`config.mk`:
```
export PLATFORM = sky130hd
export DESIGN_NAME = postfix_add_mul_evaluator_core
export DESIGN_NICKNAME = d
export VERILOG_FILES = /design/src/pfx_eval_pkg.sv /design/src/postfix_add_mul_evaluator_core.sv
export SDC_FILE = /design/constraint.sdc
export NUM_CORES = 1
export LEC_CHECK = 0
export BUFFER_PORTS_ARGS = -buffer_cell sky130_fd_sc_hd__buf_2
export CAP_MARGIN = 20
export CELL_PAD_IN_SITES_DETAIL_PLACEMENT = 1
export CELL_PAD_IN_SITES_GLOBAL_PLACEMENT = 2
export CORE_AREA = 3 3 192 194
export DETAILED_ROUTE_END_ITERATION = 8
export DIE_AREA = 0 0 195 197
export PLACE_DENSITY_LB_ADDON = 0.1
export SETUP_SLACK_MARGIN = 0.02
export SLEW_MARGIN = 20
export SYNTH_ARGS = -nofsm -noshare
export SYNTH_HDL_FRONTEND = slang
export SYNTH_SLANG_ARGS = --single-unit
export TNS_END_PERCENT = 1
```
`constraint.sdc`:
```
create_clock -name i_clk -period 14.8 [get_ports i_clk]
set_input_delay 2.96 -clock i_clk [delete_from_list [all_inputs] [get_ports i_clk]]
set_output_delay 2.96 -clock i_clk [all_outputs]
set_load 0.05 [all_outputs]
```
`src/pfx_eval_pkg.sv`:
```
package pfx_eval_pkg;

    // field widths
    localparam int VALUE_W = 12;
    localparam int CHAR_W  = 8;
    localparam int DIGIT_W = 4;

    // default stack depth
    localparam int STACK_DEPTH_DEF = 16;

    // register reset
    localparam logic [VALUE_W-1:0] LIMIT_RST = 12'hfff;

    // action codes
    localparam logic ACT_CHAR = 1'b0;
    localparam logic ACT_END  = 1'b1;

    // character codes
    localparam logic [CHAR_W-1:0] CHAR_PLUS = 8'h2b;
    localparam logic [CHAR_W-1:0] CHAR_STAR = 8'h2a;
    localparam logic [CHAR_W-1:0] CHAR_ZERO = 8'h30;
    localparam logic [CHAR_W-1:0] CHAR_NINE = 8'h39;

endpackage

```
`src/postfix_add_mul_evaluator_core.sv`:
```
// Postfix evaluator for '+' and '*' over single decimal digits. One character or end item
// is taken per cycle, back to back; an end item passes through the input register, then
// the result register, and character items keep flowing while a result waits on a stalled
// output, while an end item waits in the input register and stalls the input until the
// output is free. The top two stack values live in registers and the entry below them is
// prefetched from the stack memory every cycle, so an add or a 12-bit multiply on the top
// pair is computed combinationally from registers. Errors (operator with fewer than two
// values, result above the limit, push onto a full stack) stick until the end item, which
// reports value 0 with error set, as does an end item on an empty stack. The limit register
// is always ready and may be written only while the block is idle.
module postfix_add_mul_evaluator_core #(
    parameter int STACK_DEPTH = pfx_eval_pkg::STACK_DEPTH_DEF
) (
    input  logic                              i_clk,
    input  logic                              i_rst_n,
    // input channel
    input  logic                              i_valid,
    output logic                              o_stall,
    input  logic                              i_action,
    input  logic [pfx_eval_pkg::CHAR_W-1:0]   i_character,
    // result channel
    output logic                              o_valid,
    input  logic                              i_stall,
    output logic [pfx_eval_pkg::VALUE_W-1:0]  o_value,
    output logic                              o_error,
    // configuration channel
    input  logic                              i_cfg_valid,
    output logic                              o_cfg_ready,
    input  logic [pfx_eval_pkg::VALUE_W-1:0]  i_cfg_limit
);

    localparam int VW    = pfx_eval_pkg::VALUE_W;
    localparam int CW    = pfx_eval_pkg::CHAR_W;
    localparam int DW    = pfx_eval_pkg::DIGIT_W;
    localparam int CNT_W = $clog2(STACK_DEPTH + 1);
    localparam int AW    = $clog2(STACK_DEPTH);
    localparam logic [CNT_W-1:0] CNT_FULL  = CNT_W'(STACK_DEPTH);
    localparam logic [CNT_W-1:0] CNT_ONE   = CNT_W'(1);
    localparam logic [CNT_W-1:0] CNT_TWO   = CNT_W'(2);
    localparam logic [CNT_W-1:0] CNT_THREE = CNT_W'(3);

    // configuration
    logic [VW-1:0]    r_limit;

    // input register
    logic             r_in_valid;
    logic             r_in_action;
    logic [CW-1:0]    r_in_char;

    // stack state
    logic [VW-1:0]    r_mem [STACK_DEPTH];
    logic [VW-1:0]    r_top;
    logic [VW-1:0]    r_nos;
    logic [VW-1:0]    r_third;
    logic [CNT_W-1:0] r_count;
    logic             r_err;
    logic [VW-1:0]    n_top;
    logic [VW-1:0]    n_nos;
    logic [CNT_W-1:0] n_count;
    logic             n_err;

    // result register
    logic             r_out_valid;
    logic [VW-1:0]    r_out_value;
    logic             r_out_error;

    // datapath
    logic             out_free;
    logic             proc_fire;
    logic             end_fire;
    logic             in_load;
    logic             is_digit;
    logic             is_plus;
    logic             is_star;
    logic [DW-1:0]    digit;
    logic [VW:0]      sum;
    logic [2*VW-1:0]  prod;
    logic             res_big;
    logic [VW-1:0]    res;
    logic             push_ok;
    logic             mem_we;
    logic [AW-1:0]    wr_addr;
    logic [AW-1:0]    rd_addr;
    logic             end_err;

    // handshake control
    assign out_free    = !r_out_valid || !i_stall;
    assign proc_fire   = r_in_valid && ((r_in_action == pfx_eval_pkg::ACT_CHAR) || out_free);
    assign end_fire    = proc_fire && (r_in_action == pfx_eval_pkg::ACT_END);
    assign in_load     = !r_in_valid || proc_fire;
    assign o_stall     = r_in_valid && !proc_fire;
    assign o_valid     = r_out_valid;
    assign o_value     = r_out_value;
    assign o_error     = r_out_error;
    assign o_cfg_ready = 1'b1;

    // character decode
    assign is_digit = (r_in_char >= pfx_eval_pkg::CHAR_ZERO)
                   && (r_in_char <= pfx_eval_pkg::CHAR_NINE);
    assign is_plus  = (r_in_char == pfx_eval_pkg::CHAR_PLUS);
    assign is_star  = (r_in_char == pfx_eval_pkg::CHAR_STAR);
    assign digit    = DW'(r_in_char - pfx_eval_pkg::CHAR_ZERO);

    // operator on the top pair
    assign sum     = {1'b0, r_nos} + {1'b0, r_top};
    assign prod    = r_nos * r_top;
    assign res_big = is_plus ? (sum > {1'b0, r_limit})
                             : (prod > {{VW{1'b0}}, r_limit});
    assign res     = is_plus ? sum[VW-1:0] : prod[VW-1:0];

    // end result
    assign end_err = r_err || (r_count == '0);

    // next stack state
    always_comb begin
        n_top   = r_top;
        n_nos   = r_nos;
        n_count = r_count;
        n_err   = r_err;
        push_ok = 1'b0;
        if (proc_fire) begin
            if (r_in_action == pfx_eval_pkg::ACT_END) begin
                n_count = '0;
                n_err   = 1'b0;
            end else if (!r_err) begin
                if (is_digit) begin
                    if (r_count == CNT_FULL) begin
                        n_err = 1'b1;
                    end else begin
                        push_ok = 1'b1;
                        n_top   = {{(VW-DW){1'b0}}, digit};
                        n_nos   = r_top;
                        n_count = r_count + CNT_ONE;
                    end
                end else if (is_plus || is_star) begin
                    if (r_count < CNT_TWO || res_big) begin
                        n_err = 1'b1;
                    end else begin
                        n_top   = res;
                        n_nos   = r_third;
                        n_count = r_count - CNT_ONE;
                    end
                end
            end
        end
    end

    // spill the old second entry on a push, prefetch the entry under the new second
    assign mem_we  = push_ok && (r_count >= CNT_TWO);
    assign wr_addr = AW'(r_count - CNT_TWO);
    assign rd_addr = AW'(n_count - CNT_THREE);

    // stack memory with registered read, forwarded on a push
    always_ff @(posedge i_clk) begin
        if (mem_we) begin
            r_mem[wr_addr] <= r_nos;
        end
        if (push_ok) begin
            r_third <= r_nos;
        end else begin
            r_third <= r_mem[rd_addr];
        end
    end

    // top pair
    always_ff @(posedge i_clk) begin
        r_top <= n_top;
        r_nos <= n_nos;
    end

    // control state
    always_ff @(posedge i_clk) begin
        if (!i_rst_n) begin
            r_count     <= '0;
            r_err       <= 1'b0;
            r_in_valid  <= 1'b0;
            r_out_valid <= 1'b0;
            r_limit     <= pfx_eval_pkg::LIMIT_RST;
        end else begin
            r_count <= n_count;
            r_err   <= n_err;
            if (in_load) begin
                r_in_valid <= i_valid;
            end
            if (out_free) begin
                r_out_valid <= end_fire;
            end
            if (i_cfg_valid) begin
                r_limit <= i_cfg_limit;
            end
        end
    end

    // input payload
    always_ff @(posedge i_clk) begin
        if (in_load) begin
            r_in_action <= i_action;
            r_in_char   <= i_character;
        end
    end

    // result payload
    always_ff @(posedge i_clk) begin
        if (out_free) begin
            r_out_value <= end_err ? '0 : r_top;
            r_out_error <= end_err;
        end
    end

endmodule

```
==> metrics <==
core region area=0.0354 mm^2; Power Total=1.67 mW; synthesized area=0.0169 mm^2; CP startpoint=r_nos[3]; Mapped Cells=1434; CTS Hold Bufs=0; Critical Path Stages=31; ys flop type=edfxtp_1; CTS tree=done; pre-CTS WS=4090 ps; fin. max-slew vios=0; Ant. Diodes=0; Num CTS Buffers=29; syn avg cell area=11.8 um^2; row cnt=69; wire length on met3=1.66 mm; number of synthesis warnings=0; outcome=finished clean; CP peak stage delay=1020 ps; Worst Setup End Kind=register; Post-Route WL=47.3 mm; max_slew headroom=27.3%; port bufs=40; metal2 WL=24.1 mm; Leak=8.01 nW; height of the die=197 um; CP Max Fanout=39; violation count after the first detailed-route iteration=779; GP Congestion=0.831; wire length on met1=20.1 mm; R2R Setup Slk=4130 ps; CP arrival=11080 ps; period utilisation layout=72.1%; maximum clock rate=0.0937 GHz; Final Net Count=1708; CTS sink cnt=270; crit path buf inv count=4; hold depth=2; dpl cells=1904; Yosys reg bits=270; routed length per instance=24.2 um; Mapped Nets=1668; DP Wirelength=33.4 mm; setup bufs post-CTS=0; launch point of the worst reg-to-reg path=r_nos[3]; Resize count post-CTS=0; post-route insts no fill=1958; worst clock skew=13.8 ps; final hold violations=0; setup tns final=0 ps; Hold WC Path Type=reg2reg; Die ar.=0.0384 mm^2; vias in the first global route=12200; Initial Util=47.9%; hold slack=524 ps; element type at the critical path start=register; commonest non-fill, non-tap cell in the layout=edfxtp_1; critical path class=reg2reg; Final Setup Violations=0; most frequent cells in the layout=edfxtp_1, nand2_1, inv_1; H-tree depth=1; worst reg-to-reg path cell count=31; RSZ-0062 raised after global routing=no; Layout Cell Area excl Fill=0.0187 mm^2; Slowest cell on crit path=edfxtp_1; io pins=42; Hold EP=r_limit[2]; pin count of the biggest net entering global routing=61; sequential cell area fraction in the yosys report=46.0%; Vias=11200; root buf cell=clkbuf_16; max layer used=met4; Power Density=89.5 mW/mm^2; post-route ant nets=0; first-pass GRT wire length=74.0 mm; Via density=5.69; Die Width=195 um; Clock transition at path regs=60 ps; Congestion Overflow GR=0; post-synth cell types=69; EDFF count, synth=238; clock period minus worst slack=10670 ps; Area growth syn-to-layout=10.3%; gr usage total=25.2%; # DRC=0; RR Endpoint=r_third[0]; worst skew pair latency=550 ps; VDD IR max=0.142 mV; hold_sp=r_limit[2]; Top delay family on crit path=adder cells; router iterations before antenna repair=5; clk buf depth=3; actual slew at the worst max-slew pin=1090 ps; initial antenna violation count=0; DP Area=0.0177 mm^2; Layout Utilization=52.8%; Synth async-reset ratio=0%; worst path required time=15210 ps; max-cap violations=0; layout cells sized above 1=12.9%; setup ws final=4130 ps
==> sequential cells by signal (all words and copies together), names as in the netlist <==
register / count
r_in_valid: 1
r_in_action: 1
o_valid: 1
r_limit: 12
o_error: 1
r_top: 12
r_err: 1
o_value: 12
r_count: 5
r_nos: 12
r_mem: 192
r_in_char: 8
r_third: 12
==> how the worst max path moves through the flow <==
stage	to	slack, ps
finish	r_third[0]	4130
global route	r_third[0]	3470
CTS	r_third[0]	4040
detailed placement	r_third[0]	4090
global placement	r_third[0]	4430
floorplan	r_third[4]	5460
==> area by class of cell <==
cell class / instances / area [um^2]
Clock buffer: 32 / 747
Clock inverter: 22 / 226
Fill cell: 3699 / 16700
Inverter: 173 / 649
Multi-Input combinational cell: 928 / 8270
Sequential cell: 270 / 7790
Tap cell: 461 / 577
Timing Repair Buffer: 72 / 440
==> cell usage after synthesis, types with 20 or more instances <==
master,number,area (um^2)
fa_1,101,2020
mux2i_1,67,671
mux4_2,36,811
edfxtp_1,238,7150
dfxtp_1,32,641
clkbuf_1,46,173
o21ai_0,31,155
inv_1,173,649
a21oi_1,59,295
nor2_1,62,233
and2_1,69,432
ha_1,107,1340
nand3_1,20,100
nand2_1,194,728
==> kinds of logic (layout without fill, tap and decap cells) <==
kind of cell,Yosys count,after routing,synth area share (%)
AND/OR/NAND/NOR,407,407,11.3
flip-flops,270,270,46.0
buffers and inverters,236,299,5.48
adder cells (fa/ha/maj),208,208,19.8
AO/OA/AOI/OAI,185,185,7.33
multiplexers,104,104,8.81
XOR/XNOR,23,23,1.23
other,1,1,0.0221
==> worst min-delay path, cell delays in order (launching register included) <==
cell      delay (ps)
dfxtp_1          290
inv_1             90
o211ai_1          80
==> power breakdown <==
group,internal (mW),switching (mW),leakage [nW]
clock,0.435,0.308,0.481
sequential,0.824,0.00373,2.46
combinational,0.0387,0.0637,5.08
total,1.30,0.375,8.01
==> routing by layer <==
metal | GRT usage [%] | vias to the layer above
met4 | 7.63 | 0
met5 | 0 | -
met1 | 33.2 | 5796
met2 | 44.6 | 215
li1 | - | 5070
met3 | 2.46 | 69
Power figures use the tool's default switching activity.
